<file path="src/rtl/core/uit_pkg.sv">
// shared types, codes and defaults of the unique item table
package uit_pkg;

    // default sizes and reset value of the capacity register
    localparam int DEPTH_DEFAULT      = 64;
    localparam int ITEM_WIDTH_DEFAULT = 32;
    localparam logic [6:0] CAPACITY_RESET = 7'd50;

    // widest item on the ports and widest count for the deepest table
    localparam int KEY_MAX_W = 32;
    localparam int CNT_MAX_W = 11;

    // operation codes
    typedef enum logic [2:0] {
        K_INSERT = 3'd0,
        K_DELETE = 3'd1,
        K_READ   = 3'd2,
        K_FIND   = 3'd3,
        K_CLEAR  = 3'd4
    } kind_t;

    // status codes
    typedef enum logic [2:0] {
        ST_OK       = 3'd0,
        ST_FULL     = 3'd1,
        ST_DUP      = 3'd2,
        ST_NOTFOUND = 3'd3,
        ST_OOB      = 3'd4
    } status_t;

    // broadcast from the controller to every cell
    typedef struct packed {
        logic                 mode_read;
        logic                 write_en;
        logic                 shift_en;
        logic [CNT_MAX_W-1:0] count;
        logic [CNT_MAX_W-1:0] where;
        logic [CNT_MAX_W-1:0] pos;
        logic [KEY_MAX_W-1:0] key;
    } cell_ctl_t;

    // search wave handed from each cell to its lower neighbor
    typedef struct packed {
        logic                 hit;
        logic [CNT_MAX_W-1:0] index;
        logic [KEY_MAX_W-1:0] data;
    } wave_t;

endpackage

</file>
<file path="src/rtl/core/uit_cell.sv">
// one table entry with its local compare and its stage of the search wave
module uit_cell #(
    parameter int DEPTH      = 64,
    parameter int ITEM_WIDTH = 32,
    parameter int INDEX      = 0
) (
    input  logic                                        clk,
    input  uit_pkg::cell_ctl_t                          ctl,
    input  uit_pkg::wave_t                              wave_in,
    output uit_pkg::wave_t                              wave_out,
    input  logic [(ITEM_WIDTH < 32 ? ITEM_WIDTH : 32)-1:0] next_entry,
    output logic [(ITEM_WIDTH < 32 ? ITEM_WIDTH : 32)-1:0] entry
);
    import uit_pkg::*;

    localparam int KEY_W   = (ITEM_WIDTH < KEY_MAX_W) ? ITEM_WIDTH : KEY_MAX_W;
    localparam bit IS_LAST = (INDEX == DEPTH - 1);
    localparam logic [CNT_MAX_W-1:0] MY_IDX = CNT_MAX_W'(INDEX);

    logic [KEY_W-1:0] entry_reg;
    logic [KEY_W-1:0] entry_next;
    wave_t            wave_reg;
    wave_t            wave_next;
    logic             in_use;
    logic             match;

    // local match against the broadcast key or read position
    always_comb
    begin
        in_use = (MY_IDX < ctl.count);
        if (ctl.mode_read)
        begin
            match = in_use && (ctl.pos == MY_IDX);
        end
        else
        begin
            match = in_use && (entry_reg == ctl.key[KEY_W-1:0]);
        end
    end

    // lowest matching cell wins as the wave moves toward cell zero
    always_comb
    begin
        if (match)
        begin
            wave_next.hit   = 1'b1;
            wave_next.index = MY_IDX;
            wave_next.data  = KEY_MAX_W'(entry_reg);
        end
        else
        begin
            wave_next = wave_in;
        end
    end

    // append writes at the count, delete pulls the upper neighbor down
    always_comb
    begin
        entry_next = entry_reg;
        if (ctl.write_en && (ctl.count == MY_IDX))
        begin
            entry_next = ctl.key[KEY_W-1:0];
        end
        else if (ctl.shift_en && (MY_IDX >= ctl.where))
        begin
            entry_next = IS_LAST ? entry_reg : next_entry;
        end
    end

    always_ff @(posedge clk)
    begin
        entry_reg <= entry_next;
        wave_reg  <= wave_next;
    end

    assign entry    = entry_reg;
    assign wave_out = wave_reg;

endmodule

</file>
<file path="config.mk">
export PLATFORM = sky130hd
export DESIGN_NAME = uit_cell
export DESIGN_NICKNAME = d
export VERILOG_FILES = /design/src/rtl/core/uit_pkg.sv /design/src/rtl/core/uit_cell.sv
export SDC_FILE = /design/constraint.sdc
export NUM_CORES = 1
export LEC_CHECK = 0
export BUFFER_PORTS_ARGS = -buffer_cell sky130_fd_sc_hd__buf_2
export CAP_MARGIN = 0
export CELL_PAD_IN_SITES_DETAIL_PLACEMENT = 0
export CELL_PAD_IN_SITES_GLOBAL_PLACEMENT = 1
export CORE_MARGIN = 2
export CORE_UTILIZATION = 28
export DETAILED_ROUTE_END_ITERATION = 8
export PLACE_DENSITY = 0.85
export SLEW_MARGIN = 20
export SYNTH_ARGS = -nofsm -noshare
export SYNTH_HDL_FRONTEND = slang
export SYNTH_SLANG_ARGS = --single-unit
</file>
<file path="constraint.sdc">
create_clock -name clk -period 2.1 [get_ports clk]
set_input_delay 0.21 -clock clk [delete_from_list [all_inputs] [get_ports clk]]
set_output_delay 0.21 -clock clk [all_outputs]
set_load 0.05 [all_outputs]
</file>
# Word level (Yosys, flattened, before mapping)

Cells that the tools add are included.
Widths: inputs -> output; s select.

Add/sub/neg operators: 0
Multipliers: 0
Divide/modulo/power cells: 0
Magnitude comparators: 2
Eq/ne operators: 1
Shift-type cells: 0
Mux-type cells: 4
Bitwise logic cells: 0
Reduce and logical (&&, ||, !) cells: 7

Operators by type and width:

| cell                | number |
|---|---|
| $mux 32             | 3 |
| $eq 32x32->1        | 1 |
| $logic_not 11->1    | 2 |
| $ge 1x11->1 const A | 1 |
| $lt 1x11->1 const A | 1 |
| $logic_and 1x1->1   | 4 |
| $reduce_bool 2->1   | 1 |
| $mux 1              | 1 |

Flip-flop bits (word level): 76
Bits in latches: 0
Bits in writable memories: 0
ROM bits: 0
Bits of input ports: 145
Output and inout bits: 76
Word-level logic and storage cells: 18
Memories: 0

# Depth between registers and ports, before layout

Depth after elaboration: 4
Gate-level depth with buffers: 7
Gate-level depth less buffers: 5

# Least setup slack after synthesis

Ideal clock, no wire load.

Path kind: register -> register
Start: register entry_reg[6] (netlist: entry[6])
End: register wave_reg (netlist bit wave_out[10])
Setup time: 121 ps
Arrival: 1955 ps
Data required time: 1979 ps
Slack: 23 ps
Cell stages (with the launch flop): 8
Buffers on the path: 2
Period minus slack after synthesis: 2077 ps
Path through: edfxtp_1 xnor2_1 nand4_1 nor4_1 a31o_1 buf_6 buf_6 mux2_4

RTL lines:

| element                | RTL line       | source |
|---|---|---|
| start, declared        | uit_cell.sv:20 | `logic [KEY_W-1:0] entry_reg;` |
| start signal, assigned | uit_cell.sv:72 | `entry_reg <= entry_next;` |
| end signal, assigned   | uit_cell.sv:73 | `wave_reg <= wave_next;` |
| end, declared          | uit_cell.sv:22 | `wave_t wave_reg;` |

==> run metrics <==
antenna viol nets, final 0; total of max-cap violations 0; worst slack, placed -0.242 ns; Min-Delay Endpoint wave_out[43]; Achievable Freq around 490 MHz; Max FO, Critical Path 14; commonest non-fill, non-tap cell in the layout buf_2; final period utilization 97.4%; syn nets 365; DR iter-0 viols 69; die height 112 um; port bufs 220; Tmin final 2.05 ns; Yosys top cell area share 29.5%; worst min-delay path class in2reg; CTS H-tree depth 3; WHS Path Cells 2; synth unique cells 20; clk_skew 0.00682 ns; Top Ports 221; Syn Inst Count 220; critical path startpoint category register; grt met3 use 3.43%; worst path required time 2.32 ns; Row Count 39; capturing point of the worst reg2reg path wave_out[8]; fin nets 614; hold wc startpoint wave_in[43]; mux cell area share after synthesis 25.4%; first-pass GRT wire length 13600 um; Reg clk slew, reported paths roughly 0.060 ns; Arr. time, crit path approximately 2.3 ns; hpwl dp slightly below 7000 um; placed instance area roughly 0.0047 mm2; Hold Slack 0.0529 ns; Final Max Slew Viols 0; via/cell ratio ~4.3; register-to-register setup slack about 0.054 ns; final hold vios 0; Slew HR 78.7%; synth top area cells edfxtp_1 (30%), dfxtp_1 (27%), mux2_4 (13%), mux2_2 (12%), xnor2_1 (8.6%); die area 0.0125 mm2; initial antenna violation count 0; gr ovfl total 0; Synth Area per Inst 14.8 um2; vias around 2700; Cell Chain, Critical Path xnor2_1 > nand4_1 > nor4_4 > a31o_4 > buf_12 > mux2_4; pwr/cell area 768 mW/mm2; final wirelength 9010 um; Layout area overhead 58.0%; core area around 0.011 mm2; grt met1 use 15.4%; met2 Use GR about a quarter; Yosys reg bits 76; P_leak 2.39 nW; synthesized-area fraction occupied by adder cells 0%; setup violators final 0; Fillers approximately 1100; Bufs on Longest Clock Path 2; worst skew pair latency 0.34 ns; Remaining DRCs 0; Root Driver clkbuf_16; CP max-delay cell edfxtp_1; vias in the first global route 2764; gr usage total about 14%; Synth Area in XOR/XNOR ~8.6%; GRT Max-Usage Layer met2; largest net degree at the start of global routing 33; Compound-Gate Fraction of Synth Area 0.462%; Sink Count 76; Worst Tran Pin Value 0.317 ns; # diodes 0; Die W 112 um; clock buffer count from CTS 9; reg2reg path depth 6; Synth Warn # 0; Crit. End Element register; Seq/Total Area, Yosys 56.6%; GP Congestion 0.754; reg2reg start entry[5]; setup TNS 0 ns; commonest cells after routing, fill and taps aside buf_2 (220), dfxtp_1 (44), mux2_2 (34); status finished clean; largest family of logic cells by synthesized area multiplexers; Pre-Repair DR Iteration Count 4; Worst path max stage delay 0.44 ns; ratio of cells with drive above 1 in the final layout 70.5%; WL per Instance 14.6 um; critical path type reg2reg; Setup WS post-layout ~0.054 ns; max FFs per register 44; Mapped Area 0.00325 mm2; post-route cell area 0.00514 mm2; cell taking the most area after synthesis edfxtp_1; simple-gate share of the synthesized area under 10%; Peak VDD IR 0.000387 V; Initial Util between 20 and 30%; RSZ-0062 raised after global routing yes; CTS tree done
## layer usage
metal	share of wire (%)	up-vias
met5	0	-
met2	53	122
met1	38	1225
met3	6.8	12
li1	-	1301
met4	2.1	0
## worst max-delay path by stage
stage / from / endpoint / slack (ns) / cells after the start
floorplan: entry[6] / wave_out[10] / 0.02 / 7
global placement: entry[24] / wave_out[1] / -0.21 / 6
detailed placement: entry[24] / wave_out[1] / -0.24 / 6
CTS: entry[4] / wave_out[8] / -0.05 / 6
global route: entry[5] / wave_out[0] / -0.09 / 6
finish: entry[5] / wave_out[8] / 0.05 / 6
## metrics by stage
| step | power (W) | std cells | util, % |
|---|---|---|---|
| floorplan | 0.00200 | 220 | - |
| global placement | 0.00222 | 595 | 41.1 |
| detailed placement | 0.00223 | 595 | 41.1 |
| CTS | 0.00401 | 616 | 45.1 |
| global route | 0.00409 | 617 | 45.2 |
| finish | 0.00395 | 617 | 45.2 |
## cell type report
class                      count  area (um2)  area share, %
tap                          143         179           3.48
clock inverter                 5         100           1.95
clock buffer                  11         233           4.53
inverter                       1        3.75         0.0730
timing repair buffer         246        1360           26.4
sequential                    76        1840           35.8
multi-input combinational    135        1420           27.7
## timing repair
item,CTS,global route
buffers inserted,4,2
cloned,1,0
setup endpoints to repair,32,44
resized for setup,8,4
pin swaps,5,3
hold buffers,0,0
## synth_stat cells
library cell	count
a31o_1	1
a31oi_1	1
and3_1	1
buf_2	4
buf_6	4
dfxtp_1	44
edfxtp_1	32
inv_1	1
mux2_2	36
mux2_4	28
nand2_1	2
nand3_1	1
nand4_1	8
nor2_1	1
nor2b_1	11
nor3_1	3
nor4_1	8
nor4b_1	1
or2_1	1
xnor2_1	32
## cells by family (layout without fill, tap and decap cells)
logic type             after synthesis  after routing
flip-flops                          76             76
multiplexers                        64             64
AND/OR/NAND/NOR                     37             37
XOR/XNOR                            32             32
buffers and inverters                9            263
AO/OA/AOI/OAI                        2              2
## where the power goes
group          switching (W)  internal, W  total (W)
Clock               0.000584      0.00116    0.00174
Combinational       0.000336     0.000263   0.000600
Sequential         0.0000124      0.00159    0.00161
Total               0.000932      0.00301    0.00395
## worst max-delay path, delay by kind of cell, from the launching register on
| family | cells | cell delay (ns) |
|---|---|---|
| AOI/OAI and AO/OA | 1 | 0.26 |
| DFF | 1 | 0.44 |
| buffers and inverters | 1 | 0.19 |
| and+or+nand+nor | 2 | 0.54 |
| xor gates and xnor gates | 1 | 0.18 |
| muxes | 1 | 0.31 |
Note: power is estimated with default switching activity, not from simulation.
