==> src/rtl/core/uit_pkg.sv <==
// shared types, codes and defaults of the unique item table
package uit_pkg;

    // default sizes and reset value of the capacity register
    localparam int DEPTH_DEFAULT      = 64;
    localparam int ITEM_WIDTH_DEFAULT = 32;
    localparam logic [6:0] CAPACITY_RESET = 7'd50;

    // widest item on the ports and widest count for the deepest table
    localparam int KEY_MAX_W = 32;
    localparam int CNT_MAX_W = 11;

    // operation codes
    typedef enum logic [2:0] {
        K_INSERT = 3'd0,
        K_DELETE = 3'd1,
        K_READ   = 3'd2,
        K_FIND   = 3'd3,
        K_CLEAR  = 3'd4
    } kind_t;

    // status codes
    typedef enum logic [2:0] {
        ST_OK       = 3'd0,
        ST_FULL     = 3'd1,
        ST_DUP      = 3'd2,
        ST_NOTFOUND = 3'd3,
        ST_OOB      = 3'd4
    } status_t;

    // broadcast from the controller to every cell
    typedef struct packed {
        logic                 mode_read;
        logic                 write_en;
        logic                 shift_en;
        logic [CNT_MAX_W-1:0] count;
        logic [CNT_MAX_W-1:0] where;
        logic [CNT_MAX_W-1:0] pos;
        logic [KEY_MAX_W-1:0] key;
    } cell_ctl_t;

    // search wave handed from each cell to its lower neighbor
    typedef struct packed {
        logic                 hit;
        logic [CNT_MAX_W-1:0] index;
        logic [KEY_MAX_W-1:0] data;
    } wave_t;

endpackage

==> src/rtl/core/uit_ctrl.sv <==
// sequencer: takes items, waits out the search wave, updates the count, holds results
module uit_ctrl #(
    parameter int DEPTH      = 64,
    parameter int ITEM_WIDTH = 32
) (
    input  logic               clk,
    input  logic               rst_n,
    input  logic               in_valid,
    output logic               in_stall,
    input  logic [2:0]         kind,
    input  logic [31:0]        item_value,
    input  logic [5:0]         position,
    output logic               out_valid,
    input  logic               out_stall,
    output logic [2:0]         status,
    output logic [31:0]        item_out,
    output logic               found,
    output logic [5:0]         found_index,
    output logic [6:0]         count_now,
    output logic               is_empty,
    output logic               is_full,
    input  logic               cfg_we,
    input  logic [6:0]         cfg_wdata,
    input  uit_pkg::wave_t     wave,
    output uit_pkg::cell_ctl_t ctl
);
    import uit_pkg::*;

    localparam int KEY_W = (ITEM_WIDTH < KEY_MAX_W) ? ITEM_WIDTH : KEY_MAX_W;
    localparam int CNT_W = $clog2(DEPTH + 1);
    localparam int CMP_W = (CNT_W > 7) ? CNT_W : 7;
    localparam logic [CMP_W-1:0] DEPTH_C = CMP_W'(DEPTH);
    localparam logic [CNT_W-1:0] SCAN_LAST = CNT_W'(DEPTH - 1);

    typedef enum logic [2:0] {
        S_IDLE = 3'b001,
        S_SCAN = 3'b010,
        S_DONE = 3'b100
    } state_t;

    state_t            state_reg, state_next;
    logic [CNT_W-1:0]  scan_reg, scan_next;
    logic [CNT_W-1:0]  count_reg, count_next;
    logic [6:0]        cap_reg;
    logic [2:0]        kind_reg;
    logic [KEY_W-1:0]  key_reg;
    logic [5:0]        pos_reg;

    logic              out_valid_reg, out_valid_next;
    logic [2:0]        status_reg, status_next;
    logic [KEY_W-1:0]  item_out_reg, item_out_next;
    logic              found_reg, found_next;
    logic [5:0]        found_index_reg, found_index_next;
    logic [6:0]        count_now_reg, count_now_next;
    logic              empty_reg, empty_next;
    logic              full_reg, full_next;

    logic              accept;
    logic              finish;
    logic              write_en, shift_en;
    logic [CMP_W-1:0]  cap_ext, eff_cap;
    logic              full_now;

    // capacity above the depth acts as the depth
    always_comb
    begin
        cap_ext  = CMP_W'(cap_reg);
        eff_cap  = (cap_ext > DEPTH_C) ? DEPTH_C : cap_ext;
        full_now = (CMP_W'(count_reg) >= eff_cap);
    end

    assign in_stall = (state_reg != S_IDLE);
    assign accept   = in_valid && !in_stall;
    assign finish   = (state_reg == S_DONE) && (!out_valid_reg || !out_stall);

    // sequencer
    always_comb
    begin
        state_next = state_reg;
        scan_next  = scan_reg;
        unique case (state_reg)
            S_IDLE:
            begin
                if (accept)
                begin
                    scan_next = '0;
                    if ((kind == K_INSERT) || (kind == K_DELETE) ||
                        (kind == K_READ) || (kind == K_FIND))
                    begin
                        state_next = S_SCAN;
                    end
                    else
                    begin
                        state_next = S_DONE;
                    end
                end
            end
            S_SCAN:
            begin
                scan_next = scan_reg + 1'b1;
                if (scan_reg == SCAN_LAST)
                begin
                    state_next = S_DONE;
                end
            end
            S_DONE:
            begin
                if (finish)
                begin
                    state_next = S_IDLE;
                end
            end
            default:
            begin
                state_next = S_IDLE;
            end
        endcase
    end

    // result and table update once the wave has reached cell zero
    always_comb
    begin
        count_next       = count_reg;
        write_en         = 1'b0;
        shift_en         = 1'b0;
        status_next      = ST_OK;
        item_out_next    = '0;
        found_next       = 1'b0;
        found_index_next = '0;
        unique case (kind_reg)
            K_INSERT:
            begin
                if (full_now)
                begin
                    status_next = ST_FULL;
                end
                else if (wave.hit)
                begin
                    status_next = ST_DUP;
                end
                else
                begin
                    write_en   = finish;
                    count_next = count_reg + 1'b1;
                end
            end
            K_DELETE:
            begin
                if (!wave.hit)
                begin
                    status_next = ST_NOTFOUND;
                end
                else
                begin
                    shift_en   = finish;
                    count_next = count_reg - 1'b1;
                end
            end
            K_READ:
            begin
                if (wave.hit)
                begin
                    item_out_next = wave.data[KEY_W-1:0];
                end
                else
                begin
                    status_next = ST_OOB;
                end
            end
            K_FIND:
            begin
                if (wave.hit)
                begin
                    found_next       = 1'b1;
                    found_index_next = 6'(wave.index);
                end
                else
                begin
                    status_next = ST_NOTFOUND;
                end
            end
            K_CLEAR:
            begin
                count_next = '0;
            end
            default:
            begin
                count_next = count_reg;
            end
        endcase
        count_now_next = 7'(count_next);
        empty_next     = (count_next == '0);
        full_next      = (CMP_W'(count_next) >= eff_cap);
    end

    // output register handshake
    always_comb
    begin
        out_valid_next = out_valid_reg;
        if (out_valid_reg && !out_stall)
        begin
            out_valid_next = 1'b0;
        end
        if (finish)
        begin
            out_valid_next = 1'b1;
        end
    end

    // broadcast to the cells
    always_comb
    begin
        ctl.mode_read = (kind_reg == K_READ);
        ctl.write_en  = write_en;
        ctl.shift_en  = shift_en;
        ctl.count     = CNT_MAX_W'(count_reg);
        ctl.where     = wave.index;
        ctl.pos       = CNT_MAX_W'(pos_reg);
        ctl.key       = KEY_MAX_W'(key_reg);
    end

    // control state
    always_ff @(posedge clk or negedge rst_n)
    begin
        if (!rst_n)
        begin
            state_reg     <= S_IDLE;
            scan_reg      <= '0;
            count_reg     <= '0;
            cap_reg       <= CAPACITY_RESET;
            out_valid_reg <= 1'b0;
        end
        else
        begin
            state_reg     <= state_next;
            scan_reg      <= scan_next;
            out_valid_reg <= out_valid_next;
            if (finish)
            begin
                count_reg <= count_next;
            end
            if (cfg_we)
            begin
                cap_reg <= cfg_wdata;
            end
        end
    end

    // item and result payload
    always_ff @(posedge clk)
    begin
        if (accept)
        begin
            kind_reg <= kind;
            key_reg  <= item_value[KEY_W-1:0];
            pos_reg  <= position;
        end
        if (finish)
        begin
            status_reg      <= status_next;
            item_out_reg    <= item_out_next;
            found_reg       <= found_next;
            found_index_reg <= found_index_next;
            count_now_reg   <= count_now_next;
            empty_reg       <= empty_next;
            full_reg        <= full_next;
        end
    end

    assign out_valid   = out_valid_reg;
    assign status      = status_reg;
    assign item_out    = 32'(item_out_reg);
    assign found       = found_reg;
    assign found_index = found_index_reg;
    assign count_now   = count_now_reg;
    assign is_empty    = empty_reg;
    assign is_full     = full_reg;

endmodule

==> config.mk <==
export PLATFORM = sky130hd
export DESIGN_NAME = uit_ctrl
export DESIGN_NICKNAME = d
export VERILOG_FILES = /design/src/rtl/core/uit_pkg.sv /design/src/rtl/core/uit_ctrl.sv
export SDC_FILE = /design/constraint.sdc
export NUM_CORES = 1
export LEC_CHECK = 0
export BUFFER_PORTS_ARGS = -buffer_cell sky130_fd_sc_hd__buf_2
export CORE_MARGIN = 2
export CORE_UTILIZATION = 30
export CTS_CLUSTER_DIAMETER = 200
export CTS_CLUSTER_SIZE = 16
export DETAILED_ROUTE_END_ITERATION = 6
export PLACE_DENSITY = 0.62
export SYNTH_ARGS = -nofsm -noshare
export SYNTH_HDL_FRONTEND = slang
export SYNTH_SLANG_ARGS = --single-unit
==> constraint.sdc <==
create_clock -name clk -period 4.6 [get_ports clk]
set_input_delay 0.69 -clock clk [delete_from_list [all_inputs] [get_ports clk]]
set_output_delay 0.69 -clock clk [all_outputs]
set_load 0.05 [all_outputs]
* Yosys cells after proc, flatten, opt, wreduce, memory -nomap -nowiden
Cells that the tools add are included.
** Cells by class
- $add $sub $neg :: 3
- Reduce and logical (&&, ||, !) cells :: 20
- $lt $le $gt $ge :: 3
- Muxes and demuxes :: 25
- Eq/ne operators :: 15
** Operator list (number)
- two-way mux 7 bit :: 5
- case mux 7 bit (3 select lines) :: 1
- case mux 3 bit (3 select lines) :: 2
- equality test 3 x 2 -> 1 bit, second input constant :: 5
- two-way mux 3 bit :: 5
- adder 7 x 1 -> 7 bit, second input constant :: 2
- >= comparator 7 bit :: 2
- case mux 7 bit (2 select lines) :: 1
- equality test 3 x 1 -> 1 bit, second input constant :: 3
- two-way mux 1 bit :: 8
- equality test 7 x 6 -> 1 bit, second input constant :: 1
- > comparator 7 bit, second input constant :: 1
- zero test 7 bit :: 1
- subtractor 7 x 1 -> 7 bit, second input constant :: 1
- equality test 3 bit, second input constant :: 2
- zero test 3 bit :: 2
- two-way mux 2 bit :: 3
- != test 2 bit, second input constant :: 3
- AND reduction 2 bit :: 3
- logical OR 1 bit :: 4
- nonzero test 2 bit :: 2
- logical AND 1 bit :: 3
- zero test 1 bit :: 3
- != test 3 x 1 -> 1 bit, second input constant :: 1
- 2 further kinds :: 2
** Word-level totals
- Register bits :: 117
- Output and inout port bits :: 121

* Longest topological paths before layout
Gate-level depths: netlist (run 1).
- Depth after elaboration :: 7
- Mapped depth :: 17
- Mapped depth without buffers :: 17

* Worst setup path after synthesis (run 1)
OpenSTA, ideal clock, no wires.
- Path type :: register to register
- Start point :: register count_reg[0]
- End point :: register full_reg (netlist: is_full) (data pin)
- Arrival time :: 3.489 ns
- Library setup time :: 0.260 ns
- Data required time :: 4.340 ns
- Cell stages (with the launch flop) :: 16
- Path slack :: 0.851 ns
- Cells stage by stage :: dfrtp_1 -> inv_1 -> ha_1 -> nor2b_1 -> o21ai_2 -> a211oi_4 -> mux2_4 -> a222oi_1 -> inv_1 -> ha_1 -> a21o_1 -> a21oi_1 -> nand2b_1 -> a22oi_1 -> o221ai_1 -> nand2_1
** On the way
- Longest elaborated chain between the ends :: 5
** Ends and longest elaborated chain
- start, declared :: line uit_ctrl.sv:43 : logic [CNT_W-1:0] count_reg, count_next;
- start signal, assigned :: line uit_ctrl.sv:240 : count_reg <= count_next;
- adder 7 x 1 -> 7 bit :: line uit_ctrl.sv:144 : count_next = count_reg + 1'b1;
- two-way mux 7 bit :: line uit_ctrl.sv:137 : else if (wave.hit)
- two-way mux 7 bit :: line uit_ctrl.sv:133 : if (full_now)
- case mux 7 bit (3 select lines) * :: line uit_ctrl.sv:130 : unique case (kind_reg)
- via count_next[1] :: line uit_ctrl.sv:43
- >= comparator 7 bit * :: line uit_ctrl.sv:193 : full_next = (CMP_W'(count_next) >= eff_cap);
- via full_next :: line uit_ctrl.sv:56 : logic full_reg, full_next;
- end signal, assigned :: line uit_ctrl.sv:266 : full_reg <= full_next;
- end, declared :: line uit_ctrl.sv:56
The timed path passes the listed nets; every way through them passes the cells marked *.
A chain may end at the register's enable or synchronous reset.

* Final worst setup path (run 1)
- Start point :: register cap_reg[6] (netlist: cap_ext[6])
- End point :: register full_reg (netlist: is_full) (data pin)
** On the way
- Longest elaborated chain between the ends :: 6
** Ends and longest elaborated chain
- start, declared :: line uit_ctrl.sv:44 : logic [6:0] cap_reg;
- start signal, assigned :: line uit_ctrl.sv:244 : cap_reg <= cfg_wdata;
- > comparator 7 bit :: line uit_ctrl.sv:68 : eff_cap = (cap_ext > DEPTH_C) ? DEPTH_C : cap_ext;
- two-way mux 7 bit * :: line uit_ctrl.sv:68
- >= comparator 7 bit * :: line uit_ctrl.sv:69 : full_now = (CMP_W'(count_reg) >= eff_cap);
- two-way mux 7 bit * :: line uit_ctrl.sv:133
- case mux 7 bit (3 select lines) * :: line uit_ctrl.sv:130
- via count_next[1] :: line uit_ctrl.sv:43
- >= comparator 7 bit * :: line uit_ctrl.sv:193
- via full_next :: line uit_ctrl.sv:56
Marks and branches as above.

==> results of run 1 <==
worst max-delay path: stages (launching register included):
cell and delay, ps:
dfrtp_1 380, inv_1 190, nand2_1 120, ha_1 300
a21oi_1 220, o21ai_2 110, a211oi_4 430, mux2_4 340
a222oi_1 430, inv_1 130, ha_1 300, a21o_1 150
a21oi_1 170, nand2b_1 140, a22oi_1 70, o221ai_1 180
nand2_1 70
routing by layer:
metal	vias to the layer above	wire length (um)
li1	1798	-
met1	1791	4980
met2	191	6070
met3	18	1060
met4	0	173
met5	-	0
cell type report:
| cell class | instances | area [um^2] |
|---|---|---|
| inverters | 14 | 52.6 |
| flip-flops and latches | 117 | 3390 |
| fillers | 1680 | 10200 |
| clock buffers | 19 | 433 |
| well taps | 225 | 282 |
| multi-input cells | 240 | 1530 |
| clock inverters | 13 | 181 |
| repair buffers | 201 | 1010 |
worst min-delay path by stage:
stage	startpoint	endpoint	slack [ps]
finish	rst_n	scan_reg[1]$_DFFE_PN0P_	270
detailed placement	scan_reg[5]$_DFFE_PN0P_	scan_reg[5]$_DFFE_PN0P_	490
floorplan	rst_n	cap_ext[0]$_DFFE_PN0P_	390
global placement	scan_reg[5]$_DFFE_PN0P_	scan_reg[5]$_DFFE_PN0P_	470
global route	rst_n	state_reg[2]$_DFFE_PN0P_	320
CTS	rst_n	scan_reg[1]$_DFFE_PN0P_	290
synth_stat cells (2+ instances only):
master | n | area share (%)
a21o_1 | 3 | 0.43
edfxtp_1 | 92 | 53
or3_1 | 2 | 0.24
dfrtp_1 | 21 | 10
nand3_1 | 7 | 0.68
nor3_1 | 7 | 0.68
nor2b_1 | 6 | 0.72
o21ai_2 | 2 | 0.34
inv_1 | 14 | 1.0
and2_1 | 41 | 5.0
dfstp_2 | 4 | 2.0
o21ai_0 | 19 | 1.8
a21oi_1 | 9 | 0.87
nand2b_1 | 4 | 0.48
and4_1 | 2 | 0.34
a2111oi_2 | 2 | 0.58
ha_1 | 15 | 3.6
mux2_2 | 9 | 2.0
a31oi_1 | 6 | 0.72
nand4_1 | 3 | 0.36
nand2_1 | 38 | 2.8
and3_1 | 6 | 0.72
o211ai_1 | 2 | 0.29
clkbuf_1 | 12 | 0.87
mux2i_1 | 3 | 0.58
buf_4 | 22 | 3.2
nor2_1 | 22 | 1.6
power breakdown:
part	internal (mW)	total (mW)	switching (mW)	leakage, nW
registers	1.32	1.44	0.122	1.18
clock network	0.903	1.37	0.467	0.289
logic	0.330	1.16	0.830	1.56
total	2.55	3.97	1.42	3.04
stage by stage:
stage / worst slack [ps] / total power [mW]
detailed placement: 641 / 2.62
global route: 255 / 4.18
CTS: 621 / 4.01
finish: 629 / 3.97
floorplan: 851 / 2.34
global placement: 786 / 2.59
logic make-up (layout without fill, tap and decap cells):
logic type | count (synthesis) | in the layout | share of synthesized area [%]
and+or+nand+nor | 145 | 145 | 14.7
buffers and inverters | 51 | 247 | 5.48
AOI/OAI and AO/OA | 58 | 58 | 7.78
DFF | 117 | 117 | 65.5
other | 1 | 9 | 0.0724
muxes | 13 | 13 | 2.83
adders and majority gates | 15 | 15 | 3.62
==> key figures, run 1 <==
Final layout
  – Commonest non-fill, non-tap cells in the layout: buf_2 (198), edfxtp_1 (92), and2_1 (41)
  – Synthesis-to-layout area growth: 33.0%
  – Finished Layout Cells: 829
  – Nets@finish: ~700
  – Most common cell after layout, fill and taps aside: buf_2
  – Layout Utilization: between 40% and 50%
  – Finished layout cell area: 6890 um^2
  – Layout cells sized above 1: 41.6%
  – N_diodes: 0

STA
  – Max_slew headroom: 42.9%
  – Final hold vios: 0
  – Final min period: 3970 ps
  – Final TNS setup: 0 ps
  – Tightest Pin Transition: 856 ps
  – Slew Viols, Final: 0
  – Final Skew: 11.1 ps
  – Max frequency: 252 MHz
  – Final period util: 86.3%
  – Setup violators final: 0
  – Worst hold slack: 272 ps
  – Unrepaired setup endpoints after global routing: false

Clock tree
  – Clk root buf: clkbuf_16
  – Clock Path Buffers: 2
  – CTS tree: yes
  – Worst skew pair latency: 410 ps
  – Worst-path clk slew: approximately 50 ps
  – CTS sink count: 117
  – CTS buffer count: 17
  – H-Tree Depth: 4
  – # hold bufs at CTS: 0
  – Cts repair resizes: 0
  – Postcts setup bufs: 0

Critical path
  – Worst setup SP type: flop
  – Worst R2R Path Depth: 16
  – Reg2reg setup slack: 630 ps
  – Reg-to-reg endpoint: is_full$_DFFE_PP_
  – Critical Path Sink Type: flop
  – Critical Path AT: a little over 4000 ps
  – Worst EP required: approximately 4800 ps
  – RR Startpoint: cap_ext[6]$_DFFE_PN0P_
  – Kind of critical path: flop to flop
  – Crit Path Max Fanout: 8
  – Crit. Startpoint: cap_ext[6]$_DFFE_PN0P_
  – Worst setup endpoint: is_full$_DFFE_PP_

Placement
  – Placer Congestion: 0.840
  – Detailed placement HPWL: 9010 um
  – Port bufs: around 200
  – Post-place instance area: 6270 um^2
  – Inst Count DP: 797

Drt
  – First drt pass iteration count: 4
  – Iteration-0 DRC Markers: 197
  – Antenna-violating nets left: 0
  – Vias: 3798
  – # DRC: 0
  – Wire length per cell: 14.8 um
  – WL final: approximately 12000 um
  – Vias per std cell: 4.58

Yosys
  – Post-synthesis cell area: 5180 um^2
  – Synthesized area per cell: 12.9 um^2
  – Async set or reset register ratio after synthesis: 21.4%
  – Synthesis-stage register bit count: 117
  – Post-synth top flop: edfxtp_1
  – Post-synthesis sequential area ratio: between 60% and 70%
  – Synth warn: 0
  – Post-synth EDFFs: approximately 90
  – Cell variety after synth: 54
  – Synth Instances: 400

Global route
  – Initial antenna violation count: 0
  – Met1 usage: 16.5%
  – Largest net degree at the start of global routing: 55
  – Met2 Use GR: 22.6%
  – GRT Total Usage: 13.7%
  – Number of global-route vias before repair: 3702
  – Total gr overflow: 0
  – First-pass GRT wire length: 19300 um
  – Gr busiest metal: met2
  – Met3 Use GR: 5.20%

Outcome
  – Status: finished clean

Power
  – Pwr Density: 577 nW/um^2
  – Max VDD drop: 0.346 mV
  – P_leak: between 3 and 4 nW

Floorplan
  – Placeable Area: 17100 um^2
  – Chip height: 135 um
  – I/O pin count: ~220
  – Die W: 135 um
  – Full die area: 18300 um^2
  – Initial Util: 30.4%
  – Site row count: 48

Hold path
  – Hold Crit Class: input pin to asynchronous set/reset pin

Run
  – Max Cap Violations: 0
No activity file was read; power rests on OpenSTA's default activity.
==> run 2, diff against run 1 <==
==> constraint.sdc (replaced) <==
create_clock -name clk -period 4.57 [get_ports clk]
set_input_delay 0.6855 -clock clk [delete_from_list [all_inputs] [get_ports clk]]
set_output_delay 0.6855 -clock clk [all_outputs]
set_load 0.05 [all_outputs]
==> key figures, run 2 (synthesis gave the netlist of run 1 again) <==
Outcome
  – Status: finished clean

Placement
  – Detailed placement HPWL: 8960 um
  – Port bufs: 198
  – Placer Congestion: 0.841

Floorplan
  – Placeable Area: between 15000 and 20000 um^2
  – Full die area: about 18000 um^2
  – Chip height: around 140 um
  – Initial Util: 30.4%
  – I/O pin count: 218
  – Die W: approximately 140 um
  – Site row count: 48

Clock tree
  – CTS sink count: 117
  – H-Tree Depth: 4
  – Clock Path Buffers: 2
  – CTS tree: yes
  – Cts repair resizes: 0
  – Worst skew pair latency: 410 ps
  – Clk root buf: clkbuf_16
  – Postcts setup bufs: 0
  – # hold bufs at CTS: 0
  – CTS buffer count: 17
  – Worst-path clk slew: 50 ps

Drt
  – WL final: 12300 um
  – Iteration-0 DRC Markers: 176
  – Wire length per cell: 14.9 um
  – First drt pass iteration count: 4
  – # DRC: 0
  – Vias per std cell: 4.51
  – Antenna-violating nets left: 0
  – Vias: 3737

Power
  – Tot Pwr: 3.91 mW
  – Pwr Density: 572 nW/um^2
  – P_leak: around 3.0 nW
  – Switching power: 1.41 mW
  – Max VDD drop: 0.341 mV
  – Clock share of power: 33.1%
  – P_int: 2.51 mW
  – Switch share: a little over a third
  – Reg power frac: a little under two fifths
  – Logic pwr share: 29.8%

Final layout
  – Fillers: 1660
  – Most common cell after layout, fill and taps aside: buf_2
  – Nets@finish: 703
  – Commonest non-fill, non-tap cells in the layout: buf_2 (198), edfxtp_1 (92), and2_1 (41)
  – Register area: 3390 um^2
  – Synthesis-to-layout area growth: 32.2%
  – Area of the multi-input gates: 1530 um^2
  – Layout cells sized above 1: approximately 42%

STA
  – Max_slew headroom: 45.7%
  – Final period util: 86.7%
  – Setup violators final: 0
  – Tightest Pin Transition: 815 ps
  – Final min period: 3960 ps
  – Slew Viols, Final: 0
  – Final TNS setup: 0 ps
  – Unrepaired setup endpoints after global routing: false
  – Max frequency: 252 MHz
  – Final hold vios: 0
  – Final Skew: 11.9 ps

Global route
  – Number of global-route vias before repair: 3647
  – Initial antenna violation count: 1
  – Largest net degree at the start of global routing: between 50 and 60
  – Total gr overflow: 0
  – GRT Total Usage: a little over an eighth
  – First-pass GRT wire length: roughly 19000 um

Critical path
  – Slowest cell delay on critical path: 430 ps
  – RR Startpoint: cap_ext[6]$_DFFE_PN0P_
  – Worst EP required: 4720 ps
  – Crit-path slowest cell: a222oi_1
  – Worst R2R Path Depth: 16
  – Reg-to-reg endpoint: is_full$_DFFE_PP_
  – Reg2reg setup slack: 610 ps
  – Kind of critical path: flop to flop
  – Critical Path AT: 4120 ps
  – Cell Chain, Critical Path: inv_1 -> nand2_1 -> ha_1 -> a21oi_1 -> o21ai_2 -> a211oi_4 -> mux2_4 -> a222oi_1 -> inv_1 -> ha_1 -> a21o_1 -> a21oi_1 -> nand2b_1 -> a22oi_1 -> o221ai_1 -> nand2_1
  – Critical Path Sink Type: flop
  – Crit Path Max Fanout: 8
  – Worst setup SP type: flop

Run
  – Max Cap Violations: 0

Hold path
  – Hold Crit Class: input pin to asynchronous set/reset pin
[run 2: layout make-up]
type | instances | area share (%)
sequential | 117 | 49.6
antenna | 1 | 0.0366
inverter | 14 | 0.768
clock inverter | 10 | 1.96
clock buffer | 20 | 6.38
tap | 225 | 4.11
timing repair buffer | 201 | 14.8
multi-input combinational | 240 | 22.4
[run 2: critical path: cells and delay by family, from the launching register on]
family                     cells  cell delay, ps
AOI/OAI and AO/OA              8            1770
and+or+nand+nor                3             320
adders and majority gates      2             600
DFF                            1             380
muxes                          1             340
buffers and inverters          2             310
[run 2: worst max-delay path by stage]
stage                                   from                 to  slack (ps)  cells past startpoint
floorplan           count_reg[0]$_DFFE_PN0P_  is_full$_DFFE_PP_         820                     15
global placement      cap_ext[6]$_DFFE_PN0P_  is_full$_DFFE_PP_         760                     16
detailed placement    cap_ext[6]$_DFFE_PN0P_  is_full$_DFFE_PP_         630                     16
CTS                   cap_ext[6]$_DFFE_PN0P_  is_full$_DFFE_PP_         610                     16
global route          cap_ext[6]$_DFFE_PN0P_  is_full$_DFFE_PP_         210                     16
finish                cap_ext[6]$_DFFE_PN0P_  is_full$_DFFE_PP_         610                     16
[run 2: power by group through the flow]
stage | Combinational [mW] | Sequential (mW) | Clock [mW]
global route | 1.26 | 1.47 | 1.39
floorplan | 0.576 | 1.78 | 0
finish | 1.16 | 1.45 | 1.30
CTS | 1.17 | 1.45 | 1.34
global placement | 1.14 | 1.46 | 0
detailed placement | 1.16 | 1.47 | 0
[run 2: stage by stage]
step / worst slack (ps) / cell area (um^2) / hold WS (ps) / instances / utilization [%]
2_1_floorplan: 821 / 5210 / 390 / 408 / -
3_3_place_gp: 755 / 6270 / 474 / 797 / 36.8
3_5_place_dp: 633 / 6270 / 488 / 797 / 36.8
4_1_cts: 611 / 6840 / 279 / 827 / 40.1
5_1_grt: 209 / 6850 / 300 / 828 / 40.1
6_report: 606 / 6850 / 273 / 828 / 40.1
[run 2: routing by layer]
| layer | GRT usage (%) | vias to the layer above | routed length (um) |
|---|---|---|---|
| li1 | - | 1792 | - |
| met4 | 5.32 | 0 | 195 |
| met5 | 0 | - | 0 |
| met3 | 5.46 | 16 | 1070 |
| met2 | 22.1 | 162 | 6000 |
| met1 | 16.2 | 1767 | 5030 |
==> run 3, diff against run 2 <==
--- a/config.mk
+++ b/config.mk
@@ -6,6 +6,7 @@
 export NUM_CORES = 1
 export LEC_CHECK = 0
 export BUFFER_PORTS_ARGS = -buffer_cell sky130_fd_sc_hd__buf_2
+export CORE_ASPECT_RATIO = 1.75
 export CORE_MARGIN = 2
 export CORE_UTILIZATION = 30
 export CTS_CLUSTER_DIAMETER = 200
==> key figures, run 3 (synthesis gave the netlist of run 1 again) <==
STA
  – Max frequency: 250 MHz
  – Slew Viols, Final: 0
  – Final hold vios: 0
  – Unrepaired setup endpoints after global routing: false
  – Final TNS setup: 0 ps
  – Max_slew headroom: 45.2%
  – Tightest Pin Transition: 822 ps
  – Setup violators final: 0
  – Slack of the critical path: around 570 ps
  – Final period util: 87.5%
  – Final min period: 4000 ps
  – Final Skew: 7.05 ps

Drt
  – Iteration-0 DRC Markers: 106
  – First drt pass iteration count: 4
  – Wire length per cell: 15.9 um
  – WL final: 13200 um
  – # DRC: 0
  – Vias: 3784
  – Vias per std cell: 4.56
  – Antenna-violating nets left: 0

Clock tree
  – CTS sink count: between 100 and 150
  – Cts repair resizes: 0
  – Postcts setup bufs: 0
  – Clock Path Buffers: 2
  – CTS tree: yes
  – Worst-path clk slew: 60 ps
  – # hold bufs at CTS: 0
  – Worst skew pair latency: 420 ps
  – H-Tree Depth: 4
  – Clk root buf: clkbuf_16
  – CTS buffer count: 17

Power
  – Pwr Density: 574 nW/um^2
  – Switch share: between 30% and 40%
  – Logic pwr share: 29.7%
  – Tot Pwr: 3.93 mW
  – Clock share of power: 33.2%
  – Switching power: about 1.5 mW
  – P_leak: a little over 3 nW
  – P_int: 2.46 mW
  – Reg power frac: 37.2%
  – Max VDD drop: 0.269 mV

Global route
  – Number of global-route vias before repair: approximately 3800
  – Met3 Use GR: 4.84%
  – Met2 Use GR: 25.1%
  – Met1 usage: 14.8%
  – Total gr overflow: 0
  – GRT Total Usage: 14.4%
  – Initial antenna violation count: 0
  – Gr busiest metal: met2
  – Largest net degree at the start of global routing: 55
  – First-pass GRT wire length: ~20000 um

Critical path
  – Cell Chain, Critical Path: inv_1 -> nand2_1 -> ha_1 -> a21oi_1 -> o21ai_2 -> a211oi_4 -> mux2_4 -> a222oi_1 -> inv_1 -> ha_1 -> a21o_1 -> a21oi_1 -> nand2b_1 -> a22oi_1 -> o221ai_1 -> nand2_1
  – Worst setup SP type: flop
  – Slowest cell delay on critical path: 460 ps
  – Kind of critical path: flop to flop
  – Critical Path Sink Type: flop
  – Crit-path slowest cell: a222oi_1
  – Buf/Inv on CP: 2
  – Critical Path AT: 4170 ps
  – Crit Path Max Fanout: 8
  – CP delay by family, top: compound AO/OA/AOI/OAI gates
  – Worst EP required: 4740 ps

Final layout
  – Layout cells sized above 1: 41.8%
  – Synthesis-to-layout area growth: 32.2%
  – Commonest non-fill, non-tap cells in the layout: buf_2 (198), edfxtp_1 (92), and2_1 (41)
  – Most common cell after layout, fill and taps aside: buf_2
  – N_diodes: 0
  – Nets@finish: 702
  – Layout Utilization: between 40% and 50%

Floorplan
  – Site row count: 63
  – Placeable Area: 16900 um^2
  – Chip height: 178 um
  – Full die area: 18400 um^2
  – I/O pin count: around 220
  – Die W: between 100 and 150 um
  – Initial Util: between 30% and 40%

Outcome
  – Status: finished clean

Placement
  – Detailed placement HPWL: roughly 10000 um
  – Port bufs: 198
  – Setup Slack @ Placement: 599 ps
  – Placer Congestion: 0.818

Run
  – Max Cap Violations: 0

Hold path
  – Hold Crit Class: input pin to asynchronous set/reset pin
[run 3: final timing paths]
path | startpoint | end | slack [ps] | depth (start not counted)
worst min-delay path | rst_n | state_reg[2]$_DFFE_PN0P_ | 260 | 1
worst max-delay path | cap_ext[6]$_DFFE_PN0P_ | is_full$_DFFE_PP_ | 570 | 16
max in group asynchronous | rst_n | count_reg[0]$_DFFE_PN0P_ | 3920 | 1
worst min register to register | cap_ext[0]$_DFFE_PN0P_ | cap_ext[0]$_DFFE_PN0P_ | 500 | 1
min in group clk | item_value[9] | key_reg[9]$_DFFE_PP_ | 440 | 1
worst max register to register | cap_ext[6]$_DFFE_PN0P_ | is_full$_DFFE_PP_ | 570 | 16
[run 3: layout make-up]
cell class	instances	area [um^2]
flip-flops and latches	117	3390
clock buffers	17	425
well taps	227	284
clock inverters	15	154
inverters	14	52.6
repair buffers	200	1010
multi-input cells	240	1530
fillers	1602	10100
[run 3: worst reg2reg max path: stages, from the launching register on]
cell and delay [ps]:
dfrtp_1 380, inv_1 190, nand2_1 120, ha_1 300, a21oi_1 230, o21ai_2 110, a211oi_4 410, mux2_4 340
a222oi_1 460, inv_1 110, ha_1 290, a21o_1 160, a21oi_1 220, nand2b_1 140, a22oi_1 60, o221ai_1 160
nand2_1 70
[run 3: stage by stage]
stage / cells / instance area (um^2) / hold slack (ps)
3_3_place_gp: 798 / 6270 / 482
4_1_cts: 830 / 6850 / 263
2_1_floorplan: 408 / 5210 / 390
3_5_place_dp: 798 / 6270 / 496
6_report: 830 / 6850 / 262
5_1_grt: 830 / 6850 / 297
[run 3: power by group through the flow]
stage | Clock, mW | Sequential (mW) | Combinational, mW
floorplan | 0 | 1.78 | 0.576
global placement | 0 | 1.47 | 1.15
detailed placement | 0 | 1.48 | 1.17
CTS | 1.34 | 1.46 | 1.17
global route | 1.39 | 1.48 | 1.27
finish | 1.30 | 1.46 | 1.17
[run 3: metal layers]
metal,part of all wire [%],up-vias
met5,0,-
met4,4.0,0
met3,5.6,37
met2,54,142
met1,36,1811
li1,-,1794
